File: config.mk
export PLATFORM = sky130hd
export DESIGN_NAME = barometer_raw_compensation_flat
export DESIGN_NICKNAME = d
export VERILOG_FILES = /design/src/hw/rtl/brc_pkg.sv /design/src/hw/rtl/brc_if.sv /design/src/hw/rtl/barometer_raw_compensation.sv /design/src/hw/rtl/brc_alu.sv /design/src/flat_wrapper.sv
export SDC_FILE = /design/constraint.sdc
export NUM_CORES = 2
export LEC_CHECK = 0
export ABC_AREA = 1
export BUFFER_PORTS_ARGS = -buffer_cell sky130_fd_sc_hd__buf_2
export CAP_MARGIN = 15
export CORE_MARGIN = 5
export CORE_UTILIZATION = 45
export CTS_CLUSTER_SIZE = 40
export DETAILED_ROUTE_END_ITERATION = 10
export PLACE_DENSITY = 0.69
export SLEW_MARGIN = 5
export SYNTH_ARGS = -nofsm -noshare
export SYNTH_HDL_FRONTEND = slang
export SYNTH_SLANG_ARGS = --single-unit
File: constraint.sdc
create_clock -name clock -period 6.8 [get_ports clock]
set_input_delay 0.68 -clock clock [delete_from_list [all_inputs] [get_ports clock]]
set_output_delay 0.68 -clock clock [all_outputs]
set_load 0.03 [all_outputs]
File: src/hw/rtl/brc_pkg.sv
`default_nettype none
package brc_pkg;
   typedef enum logic [1:0] {
      OP_MUL,
      OP_DIV
   } op_type;

   typedef enum logic [3:0] {
      ST_IDLE,
      ST_T_MUL,
      ST_T_DIV,
      ST_P_SQ,
      ST_P_X1,
      ST_P_X2,
      ST_P_X1B,
      ST_P_X2B,
      ST_P_B4,
      ST_P_B7,
      ST_P_DIV,
      ST_P_F1,
      ST_P_F2,
      ST_P_F3,
      ST_DONE
   } state_type;

   typedef struct packed {
      logic        start;
      op_type      op;
      logic [31:0] a;
      logic [31:0] b;
   } alu_req_type;

   typedef struct packed {
      logic        done;
      logic [31:0] result;
   } alu_rsp_type;

   localparam logic [1:0] REG_CALIB_A = 2'd0;
   localparam logic [1:0] REG_CALIB_B = 2'd1;
   localparam logic [1:0] REG_CALIB_C = 2'd2;
   localparam logic [1:0] REG_OSS     = 2'd3;

   localparam logic [31:0] B6_OFFSET = 32'd4000;
   localparam logic [31:0] P_SCALE   = 32'd50000;
   localparam logic [31:0] SIGN32    = 32'h8000_0000;
   localparam logic [31:0] P_C1      = 32'd3038;
   localparam logic [31:0] P_C2      = 32'hFFFF_E343;
   localparam logic [31:0] P_C3      = 32'd3791;
   localparam logic [31:0] B4_BIAS   = 32'd32768;
endpackage
`default_nettype wire

File: src/hw/rtl/brc_if.sv
`default_nettype none
interface brc_req_if;
   logic        valid;
   logic        ready;
   logic        cmd;
   logic [18:0] raw_value;
   modport source (output valid, cmd, raw_value, input ready);
   modport sink (input valid, cmd, raw_value, output ready);
endinterface

interface brc_rsp_if;
   logic               valid;
   logic               ready;
   logic               kind;
   logic signed [31:0] value;
   logic               div_fault;
   modport source (output valid, kind, value, div_fault, input ready);
   modport sink (input valid, kind, value, div_fault, output ready);
endinterface
`default_nettype wire

File: src/hw/rtl/barometer_raw_compensation.sv
`default_nettype none
// a zero divisor skips the divide and the remaining steps and ends the item with a fault result
// throughput: one item at a time; each multiply and divide runs on the
// shared bit-serial unit, eleven such operations for a pressure item, two for temperature;
// the next input transfer is accepted only once the result has been transferred
// reset: synchronous, clears control, calibration, oversampling and stored b5 to zero
module barometer_raw_compensation (
   input  wire logic        clock,
   input  wire logic        reset,
   brc_req_if.sink          req,
   brc_rsp_if.source        rsp,
   input  wire logic        csr_write,
   input  wire logic [1:0]  csr_index,
   input  wire logic [63:0] csr_data
);
   brc_pkg::state_type state_ff, state_in;
   logic [63:0] cal_a_ff, cal_b_ff;
   logic [31:0] cal_c_ff;
   logic [1:0]  oss_ff;
   logic [31:0] b5_ff, b5_in;
   logic        cmd_ff;
   logic [18:0] raw_ff;
   logic [31:0] r0_ff, r0_in, r1_ff, r1_in, r2_ff, r2_in, r3_ff, r3_in;
   logic        neg_ff, neg_in;
   logic        wait_ff, wait_in;
   logic        out_valid_ff, out_valid_in;
   logic [31:0] out_value_ff, out_value_in;
   logic        out_fault_ff, out_fault_in;
   brc_pkg::alu_req_type alu_req;
   brc_pkg::alu_rsp_type alu_rsp;

   logic [31:0] ac1, ac2, ac3, ac4, ac5, ac6, b1, b2, mc, md, rawx, res;

   assign ac1  = {{16{cal_a_ff[63]}}, cal_a_ff[63:48]};
   assign ac2  = {{16{cal_a_ff[47]}}, cal_a_ff[47:32]};
   assign ac3  = {{16{cal_a_ff[31]}}, cal_a_ff[31:16]};
   assign ac4  = {16'd0, cal_a_ff[15:0]};
   assign ac5  = {16'd0, cal_b_ff[63:48]};
   assign ac6  = {16'd0, cal_b_ff[47:32]};
   assign b1   = {{16{cal_b_ff[31]}}, cal_b_ff[31:16]};
   assign b2   = {{16{cal_b_ff[15]}}, cal_b_ff[15:0]};
   assign mc   = {{16{cal_c_ff[31]}}, cal_c_ff[31:16]};
   assign md   = {{16{cal_c_ff[15]}}, cal_c_ff[15:0]};
   assign rawx = {13'd0, raw_ff};
   assign res  = alu_rsp.result;

   brc_alu u_alu (
      .clock (clock),
      .reset (reset),
      .req   (alu_req),
      .rsp   (alu_rsp)
   );

   assign req.ready = (state_ff == brc_pkg::ST_IDLE) && !out_valid_ff;

   always_comb begin
      state_in = state_ff;
      if (state_ff == brc_pkg::ST_IDLE) begin
         if (req.valid && req.ready) begin
            state_in = req.cmd ? brc_pkg::ST_P_SQ : brc_pkg::ST_T_MUL;
         end
      end else if (state_ff == brc_pkg::ST_DONE) begin
         if (!out_valid_ff) begin
            state_in = brc_pkg::ST_IDLE;
         end
      end else if (wait_ff && alu_rsp.done) begin
         case (state_ff)
            brc_pkg::ST_T_MUL: begin
               state_in = brc_pkg::ST_T_DIV;
            end
            brc_pkg::ST_T_DIV: state_in = brc_pkg::ST_DONE;
            brc_pkg::ST_P_SQ:  state_in = brc_pkg::ST_P_X1;
            brc_pkg::ST_P_X1:  state_in = brc_pkg::ST_P_X2;
            brc_pkg::ST_P_X2:  state_in = brc_pkg::ST_P_X1B;
            brc_pkg::ST_P_X1B: state_in = brc_pkg::ST_P_X2B;
            brc_pkg::ST_P_X2B: state_in = brc_pkg::ST_P_B4;
            brc_pkg::ST_P_B4:  state_in = brc_pkg::ST_P_B7;
            brc_pkg::ST_P_B7:  state_in = brc_pkg::ST_P_DIV;
            brc_pkg::ST_P_DIV: state_in = brc_pkg::ST_P_F1;
            brc_pkg::ST_P_F1:  state_in = brc_pkg::ST_P_F2;
            brc_pkg::ST_P_F2:  state_in = brc_pkg::ST_P_F3;
            brc_pkg::ST_P_F3:  state_in = brc_pkg::ST_DONE;
            default:           state_in = brc_pkg::ST_IDLE;
         endcase
         // divide setup may skip straight to a fault result
         if (state_ff == brc_pkg::ST_T_MUL &&
             $unsigned($signed(res) >>> 15) + md == 32'd0) begin
            state_in = brc_pkg::ST_DONE;
         end
         if (state_ff == brc_pkg::ST_P_B7 && r2_ff == 32'd0) begin
            state_in = brc_pkg::ST_DONE;
         end
      end
   end

   always_comb begin
      logic [31:0] t, d, n, x3, b3, p;
      r0_in = r0_ff;
      r1_in = r1_ff;
      r2_in = r2_ff;
      r3_in = r3_ff;
      neg_in = neg_ff;
      b5_in = b5_ff;
      wait_in = wait_ff;
      out_valid_in = out_valid_ff;
      out_value_in = out_value_ff;
      out_fault_in = out_fault_ff;
      alu_req.start = 1'b0;
      alu_req.op = brc_pkg::OP_MUL;
      alu_req.a = '0;
      alu_req.b = '0;
      t = '0; d = '0; n = '0; x3 = '0; b3 = '0; p = '0;
      if (out_valid_ff && rsp.ready) begin
         out_valid_in = 1'b0;
      end
      if (state_ff == brc_pkg::ST_IDLE) begin
         if (req.valid && req.ready) begin
            wait_in = 1'b1;
            alu_req.start = 1'b1;
            if (req.cmd) begin
               r0_in = b5_ff - brc_pkg::B6_OFFSET;
               alu_req.a = b5_ff - brc_pkg::B6_OFFSET;
               alu_req.b = b5_ff - brc_pkg::B6_OFFSET;
            end else begin
               alu_req.a = {13'd0, req.raw_value} - ac6;
               alu_req.b = ac5;
            end
         end
      end else if (wait_ff && alu_rsp.done) begin
         alu_req.start = 1'b1;
         case (state_ff)
            brc_pkg::ST_T_MUL: begin
               t = $signed(res) >>> 15;
               d = t + md;
               r1_in = t;
               if (d == 32'd0) begin
                  alu_req.start = 1'b0;
                  wait_in = 1'b0;
                  out_valid_in = 1'b1;
                  out_value_in = '0;
                  out_fault_in = 1'b1;
               end else begin
                  n = mc << 11;
                  neg_in = n[31] ^ d[31];
                  alu_req.op = brc_pkg::OP_DIV;
                  alu_req.a = n[31] ? 32'd0 - n : n;
                  alu_req.b = d[31] ? 32'd0 - d : d;
               end
            end
            brc_pkg::ST_T_DIV: begin
               alu_req.start = 1'b0;
               wait_in = 1'b0;
               t = r1_ff + (neg_ff ? 32'd0 - res : res);
               b5_in = t;
               out_valid_in = 1'b1;
               out_value_in = $signed(t + 32'd8) >>> 4;
               out_fault_in = 1'b0;
            end
            brc_pkg::ST_P_SQ: begin
               r1_in = $signed(res) >>> 12;
               alu_req.a = b2;
               alu_req.b = $signed(res) >>> 12;
            end
            brc_pkg::ST_P_X1: begin
               r2_in = $signed(res) >>> 11;
               alu_req.a = ac2;
               alu_req.b = r0_ff;
            end
            brc_pkg::ST_P_X2: begin
               x3 = r2_ff + $unsigned($signed(res) >>> 11);
               b3 = $signed(((ac1 * 32'd4 + x3) << oss_ff) + 32'd2) >>> 2;
               r3_in = rawx - b3;
               alu_req.a = ac3;
               alu_req.b = r0_ff;
            end
            brc_pkg::ST_P_X1B: begin
               r2_in = $signed(res) >>> 13;
               alu_req.a = b1;
               alu_req.b = r1_ff;
            end
            brc_pkg::ST_P_X2B: begin
               x3 = $signed(r2_ff + $unsigned($signed(res) >>> 16) + 32'd2) >>> 2;
               alu_req.a = ac4;
               alu_req.b = x3 + brc_pkg::B4_BIAS;
            end
            brc_pkg::ST_P_B4: begin
               r2_in = res >> 15;
               alu_req.a = r3_ff;
               alu_req.b = brc_pkg::P_SCALE >> oss_ff;
            end
            brc_pkg::ST_P_B7: begin
               if (r2_ff == 32'd0) begin
                  alu_req.start = 1'b0;
                  wait_in = 1'b0;
                  out_valid_in = 1'b1;
                  out_value_in = '0;
                  out_fault_in = 1'b1;
               end else begin
                  neg_in = res[31];
                  alu_req.op = brc_pkg::OP_DIV;
                  alu_req.a = (res < brc_pkg::SIGN32) ? (res << 1) : res;
                  alu_req.b = r2_ff;
               end
            end
            brc_pkg::ST_P_DIV: begin
               p = neg_ff ? (res << 1) : res;
               r0_in = p;
               alu_req.a = $signed(p) >>> 8;
               alu_req.b = $signed(p) >>> 8;
            end
            brc_pkg::ST_P_F1: begin
               alu_req.a = res;
               alu_req.b = brc_pkg::P_C1;
            end
            brc_pkg::ST_P_F2: begin
               r1_in = $signed(res) >>> 16;
               alu_req.a = brc_pkg::P_C2;
               alu_req.b = r0_ff;
            end
            brc_pkg::ST_P_F3: begin
               alu_req.start = 1'b0;
               wait_in = 1'b0;
               out_valid_in = 1'b1;
               out_value_in = r0_ff + $unsigned($signed(r1_ff +
                  $unsigned($signed(res) >>> 16) + brc_pkg::P_C3) >>> 4);
               out_fault_in = 1'b0;
            end
            default: begin
               alu_req.start = 1'b0;
               wait_in = 1'b0;
            end
         endcase
      end
   end

   always_ff @(posedge clock) begin
      if (reset) begin
         state_ff     <= brc_pkg::ST_IDLE;
         cal_a_ff     <= '0;
         cal_b_ff     <= '0;
         cal_c_ff     <= '0;
         oss_ff       <= '0;
         b5_ff        <= '0;
         wait_ff      <= 1'b0;
         out_valid_ff <= 1'b0;
      end else begin
         state_ff     <= state_in;
         b5_ff        <= b5_in;
         wait_ff      <= wait_in;
         out_valid_ff <= out_valid_in;
         if (csr_write) begin
            case (csr_index)
               brc_pkg::REG_CALIB_A: cal_a_ff <= csr_data;
               brc_pkg::REG_CALIB_B: cal_b_ff <= csr_data;
               brc_pkg::REG_CALIB_C: cal_c_ff <= csr_data[31:0];
               brc_pkg::REG_OSS:     oss_ff   <= csr_data[1:0];
               default: ;
            endcase
         end
      end
      if (req.valid && req.ready) begin
         cmd_ff <= req.cmd;
         raw_ff <= req.raw_value;
      end
      r0_ff        <= r0_in;
      r1_ff        <= r1_in;
      r2_ff        <= r2_in;
      r3_ff        <= r3_in;
      neg_ff       <= neg_in;
      out_value_ff <= out_value_in;
      out_fault_ff <= out_fault_in;
   end

   assign rsp.valid     = out_valid_ff;
   assign rsp.kind      = cmd_ff;
   assign rsp.value     = out_value_ff;
   assign rsp.div_fault = out_fault_ff;
endmodule
`default_nettype wire

File: src/hw/rtl/brc_alu.sv
`default_nettype none
// bit-serial 32x32 wrap multiply (shift-add) and 32/32 unsigned restoring divide
module brc_alu (
   input  wire logic                  clock,
   input  wire logic                  reset,
   input  wire brc_pkg::alu_req_type  req,
   output brc_pkg::alu_rsp_type       rsp
);
   logic [31:0] acc_ff, acc_in;
   logic [31:0] a_ff, a_in;
   logic [31:0] b_ff, b_in;
   logic [5:0]  cnt_ff, cnt_in;
   logic        busy_ff, busy_in;
   logic        done_ff, done_in;
   brc_pkg::op_type op_ff, op_in;
   logic [32:0] rem_sh;
   logic [32:0] rem_sub;

   always_comb begin
      acc_in  = acc_ff;
      a_in    = a_ff;
      b_in    = b_ff;
      cnt_in  = cnt_ff;
      busy_in = busy_ff;
      op_in   = op_ff;
      done_in = 1'b0;
      rem_sh  = {acc_ff, a_ff[31]};
      rem_sub = rem_sh - {1'b0, b_ff};
      if (req.start) begin
         acc_in  = '0;
         a_in    = req.a;
         b_in    = req.b;
         op_in   = req.op;
         cnt_in  = '0;
         busy_in = 1'b1;
      end else if (busy_ff) begin
         if (op_ff == brc_pkg::OP_MUL) begin
            if (b_ff[0]) begin
               acc_in = acc_ff + a_ff;
            end
            a_in = {a_ff[30:0], 1'b0};
            b_in = {1'b0, b_ff[31:1]};
         end else begin
            if (!rem_sub[32]) begin
               acc_in = rem_sub[31:0];
               a_in   = {a_ff[30:0], 1'b1};
            end else begin
               acc_in = rem_sh[31:0];
               a_in   = {a_ff[30:0], 1'b0};
            end
         end
         cnt_in = cnt_ff + 6'd1;
         if (cnt_ff == 6'd31) begin
            busy_in = 1'b0;
            done_in = 1'b1;
         end
      end
   end

   always_ff @(posedge clock) begin
      if (reset) begin
         busy_ff <= 1'b0;
         done_ff <= 1'b0;
         cnt_ff  <= '0;
      end else begin
         busy_ff <= busy_in;
         done_ff <= done_in;
         cnt_ff  <= cnt_in;
      end
      acc_ff <= acc_in;
      a_ff   <= a_in;
      b_ff   <= b_in;
      op_ff  <= op_in;
   end

   assign rsp.done   = done_ff;
   assign rsp.result = (op_ff == brc_pkg::OP_MUL) ? acc_ff : a_ff;
endmodule
`default_nettype wire

File: src/flat_wrapper.sv
// flat-port wrapper written by rule: the top's interface ports become plain ports
module barometer_raw_compensation_flat 
  (clock, reset, csr_write, csr_index, csr_data, req_valid, req_cmd, req_raw_value, req_ready, rsp_valid, rsp_kind, rsp_value, rsp_div_fault, rsp_ready);
  brc_req_if req_i ();
  brc_rsp_if rsp_i ();
  input  wire logic clock;
  input  wire logic reset;
  input  wire logic csr_write;
  input  wire logic [1:0] csr_index;
  input  wire logic [63:0] csr_data;
  input wire logic [$bits(req_i.valid)-1:0] req_valid;
  input wire logic [$bits(req_i.cmd)-1:0] req_cmd;
  input wire logic [$bits(req_i.raw_value)-1:0] req_raw_value;
  output wire logic [$bits(req_i.ready)-1:0] req_ready;
  output wire logic [$bits(rsp_i.valid)-1:0] rsp_valid;
  output wire logic [$bits(rsp_i.kind)-1:0] rsp_kind;
  output wire logic [$bits(rsp_i.value)-1:0] rsp_value;
  output wire logic [$bits(rsp_i.div_fault)-1:0] rsp_div_fault;
  input wire logic [$bits(rsp_i.ready)-1:0] rsp_ready;
  assign req_i.valid = req_valid;
  assign req_i.cmd = req_cmd;
  assign req_i.raw_value = req_raw_value;
  assign req_ready = req_i.ready;
  assign rsp_valid = rsp_i.valid;
  assign rsp_kind = rsp_i.kind;
  assign rsp_value = rsp_i.value;
  assign rsp_div_fault = rsp_i.div_fault;
  assign rsp_i.ready = rsp_ready;
  barometer_raw_compensation u_core (.clock(clock), .reset(reset), .req(req_i), .rsp(rsp_i), .csr_write(csr_write), .csr_index(csr_index), .csr_data(csr_data));
endmodule
==> run summary <==
GRT Overall Usage - 39.0%
FF-to-FF Start - u_core.u_alu.op_ff[0]$_SDFFCE_PP0P_
worst vdd ir - 0.000322 V
antenna violations before repair - 12
Mapped Nets - 6414
total gr overflow - 0
hold_buf cts - 0
synth-to-layout area growth - 10.4%
Initial Util - 45.2%
Register-to-Register Path Depth - 27
Async S/R FF share, synth - 0%
CTS buffer count - 56
Worst-path clk slew - 0.06 ns
RSZ-0062 raised after global routing - false
multi-input logic area - 25700 µm²
number of global-route vias before repair - 40400
Slew Limit Fails - 0
DR WL met2 - 82.6 mm
placed insts - 7222
Buf/Inv on CP - 5
worst-case clock buffer depth - 3
DR top layer - met5
Synth warnings - 0
Mapped Cells - 6000
largest net degree at the start of global routing - 124
Most common cell on crit path - nand2_1
fmax - 158 MHz
CP peak stage delay - 0.48 ns
std cell rows - 110
non-filler cells, final - 7337
drt first pass iters - 9
Netlist Area Pre-Place - 40500 µm²
sequential cell area - 11600 µm²
PortBufs - 126
DR iter-0 viols - 5727
final hold vios - 0
total number of vias - 44100
die height - 310 µm
total number of cells along the worst setup path - 27
Final nets - 6519
Max Cap Viol - 0
gp weighted congestion - 1.12
FF+latch count, synth - 467
Worst setup startpoint - u_core.u_alu.op_ff[0]$_SDFFCE_PP0P_
Most used DFF post-synth - dfxtp_1
Slew HR - 14.4%
Routed WL per cell - 26.4 µm
HP Class - in2reg
met3 wire len - 17.9 mm
pwr dens - 359 nW/µm²
Tightest Pin Transition - 1.28 ns
final setup vio count - 0
Fillers - 9277
Yosys cell types - 64
H-tree levels - 2
Post-synth EDFFs - 223
post-DP HPWL - 155 mm
P_leak - 20.6 nW
Clock Latency Late Sink - 0.71 ns
boundary pin count - 127
layout cells sized above 1 - 8.20%
root buffer cell - clkbuf_16
crit path launch type - register
Setup crit end - u_core.rsp.value[22]$_DFFE_PP_
Chip Width - 310 µm
Final min period - 6.32 ns
drt drc - 0
crit path max fanout - 13
required time of the critical path - 7.21 ns
final antenna-violating net count - 0
sequential fraction of the synthesis area - 28.6%
crit end category - register
R2R Setup Slk - 0.48 ns
clock sinks - 467
die area - 96200 µm²
Max Clock Skew - 0.0430 ns
period utilisation layout - 92.9%
syn avg cell area - 6.76 µm²
slowest CP cell - o21ai_2
CTS tree - done
Top Family by Delay on Critical Path - compound AO/OA/AOI/OAI gates
Setup TNS - 0 ns
met1 WL - 77.9 mm
first-pass GRT wire length - 276 mm
WS Path Type - reg2reg
final WL - 194 mm
core area - 89700 µm²
Crit Reg-Reg Endpoint - u_core.rsp.value[22]$_DFFE_PP_
crit path DAT - 6.73 ns
status - completed
Via density - 6.01
==> Yosys cell counts (all sizes together) (38+ instances only) <==
| cell type | count | share of area (%) |
|---|---|---|
| a21oi | 484 | 6.0 |
| buf | 54 | 0.75 |
| clkbuf | 152 | 1.4 |
| dfxtp | 244 | 12 |
| edfxtp | 223 | 17 |
| ha | 295 | 9.1 |
| inv | 660 | 6.1 |
| nand2 | 1375 | 13 |
| nand3 | 422 | 5.3 |
| nand4 | 56 | 0.86 |
| nor2 | 719 | 6.8 |
| nor3 | 64 | 0.82 |
| o211ai | 53 | 0.98 |
| o21ai | 582 | 7.4 |
| or2 | 38 | 0.59 |
| xnor2 | 60 | 1.3 |
| xor2 | 163 | 3.6 |
==> placed cells by master (no fill, tap or decap), types with 12 or more instances in the layout <==
| cell type | n |
|---|---|
| inv_2 | 22 |
| nor3_1 | 63 |
| edfxtp_1 | 223 |
| nand3b_1 | 18 |
| o21ai_2 | 21 |
| o21ai_1 | 42 |
| nor2_2 | 24 |
| nand2_2 | 22 |
| dfxtp_1 | 244 |
| nor2_1 | 690 |
| a221oi_1 | 31 |
| o21bai_1 | 16 |
| o21ai_0 | 515 |
| a22oi_1 | 24 |
| nand4_1 | 56 |
| o2111ai_1 | 16 |
| o22ai_1 | 16 |
| xor2_1 | 161 |
| o211ai_1 | 53 |
| or2_2 | 32 |
| nor4_1 | 24 |
| buf_4 | 120 |
| a31oi_1 | 22 |
| fa_1 | 28 |
| nand2_1 | 1353 |
| a21oi_1 | 478 |
| clkbuf_16 | 56 |
| buf_2 | 127 |
| ha_1 | 295 |
| inv_1 | 638 |
| clkinv_1 | 15 |
| nand3_1 | 411 |
| a21o_1 | 21 |
| xnor2_1 | 60 |
| a211oi_1 | 25 |
| o221ai_1 | 18 |
| o21a_1 | 12 |
==> how the worst min path moves through the flow <==
stage,startpoint,end,slack [ns],cells after the start
after floorplan,u_core.cal_b_ff[51]$_SDFFE_PP0P_,u_core.cal_b_ff[51]$_SDFFE_PP0P_,0.42,2
after global placement,u_core.cal_b_ff[25]$_SDFFE_PP0P_,u_core.cal_b_ff[25]$_SDFFE_PP0P_,0.44,2
after detailed placement,u_core.cal_b_ff[25]$_SDFFE_PP0P_,u_core.cal_b_ff[25]$_SDFFE_PP0P_,0.44,2
after CTS,req_raw_value[4],u_core.raw_ff[4]$_DFFE_PP_,0.16,1
after global routing,req_raw_value[4],u_core.raw_ff[4]$_DFFE_PP_,0.17,1
final,req_raw_value[4],u_core.raw_ff[4]$_DFFE_PP_,0.18,1
==> flip-flops by register name (all words and copies together) (netlist names), 4 cells and up, named ones only <==
signal,count
u_core.cal_a_ff,64
u_core.cal_b_ff,64
u_core.b5_ff,32
u_core.cal_c_ff,32
u_core.r0_ff,32
u_core.rsp.value,32
u_core.u_alu.a_ff,32
u_core.u_alu.acc_ff,32
u_core.u_alu.b_ff,32
u_core.r3_ff,31
u_core.r2_ff,21
u_core.r1_ff,20
u_core.raw_ff,19
u_core.u_alu.cnt_ff,6
u_core.state_ff,4
==> stage by stage <==
stage	total power (W)	cell area, µm²	utilization [%]	worst slack [ns]	hold slack [ns]
4_1_cts	0.0158	44700	49.8	0.428	0.162
3_5_place_dp	0.0127	42900	47.8	0.461	0.445
3_3_place_gp	0.0127	42900	47.8	0.380	0.440
5_1_grt	0.0170	44700	49.9	0.0388	0.167
2_1_floorplan	0.00963	40500	-	1.33	0.424
6_report	0.0161	44800	49.9	0.482	0.181
==> final cells by class <==
class                           count  area share, %
Sequential cell                   467           25.9
Clock inverter                     30          0.696
Antenna cell                       11         0.0615
Tap cell                         1176           3.29
Timing Repair Buffer              253           3.68
Clock buffer                       73           3.41
Inverter                          672           5.64
Multi-Input combinational cell   4655           57.4
==> where the power goes <==
| group | switching [W] | internal [W] | total (W) | leakage (nW) |
|---|---|---|---|---|
| registers | 0.000308 | 0.00336 | 0.00367 | 4.09 |
| logic | 0.00642 | 0.00286 | 0.00928 | 15.6 |
| clock network | 0.00140 | 0.00171 | 0.00310 | 0.890 |
| total | 0.00813 | 0.00793 | 0.0161 | 20.6 |
==> metal layers <==
metal,up-vias,GRT usage [%]
li1,20500,-
met1,20500,51.0
met4,2,23.8
met5,-,0
met3,593,7.37
met2,2477,59.9
==> logic make-up after synthesis <==
| logic type | count (synthesis) | synth area share, % |
|---|---|---|
| buffers and inverters | 878 | 8.38 |
| flip-flops | 467 | 28.6 |
| AND/OR/NAND/NOR | 2728 | 28.2 |
| AO/OA/AOI/OAI | 1381 | 19.5 |
| adder cells (fa/ha/maj) | 323 | 10.5 |
| XOR/XNOR | 223 | 4.86 |
==> worst reg2reg max path, delay by kind of cell (launching register included) <==
| kind | cells | cell delay [ns] |
|---|---|---|
| compound gates | 11 | 2.72 |
| buf+inv | 5 | 1.13 |
| fa+ha+maj | 3 | 0.99 |
| simple gates | 7 | 0.62 |
| flops | 1 | 0.43 |
| xor+xnor | 1 | 0.18 |
==> what timing repair did <==
action                                  4_1_cts  5_1_grt
endpoints found under the setup margin        0        3
buffers inserted                              0        0
gates resized for setup                       0        2
Power figures use the tool's default switching activity.
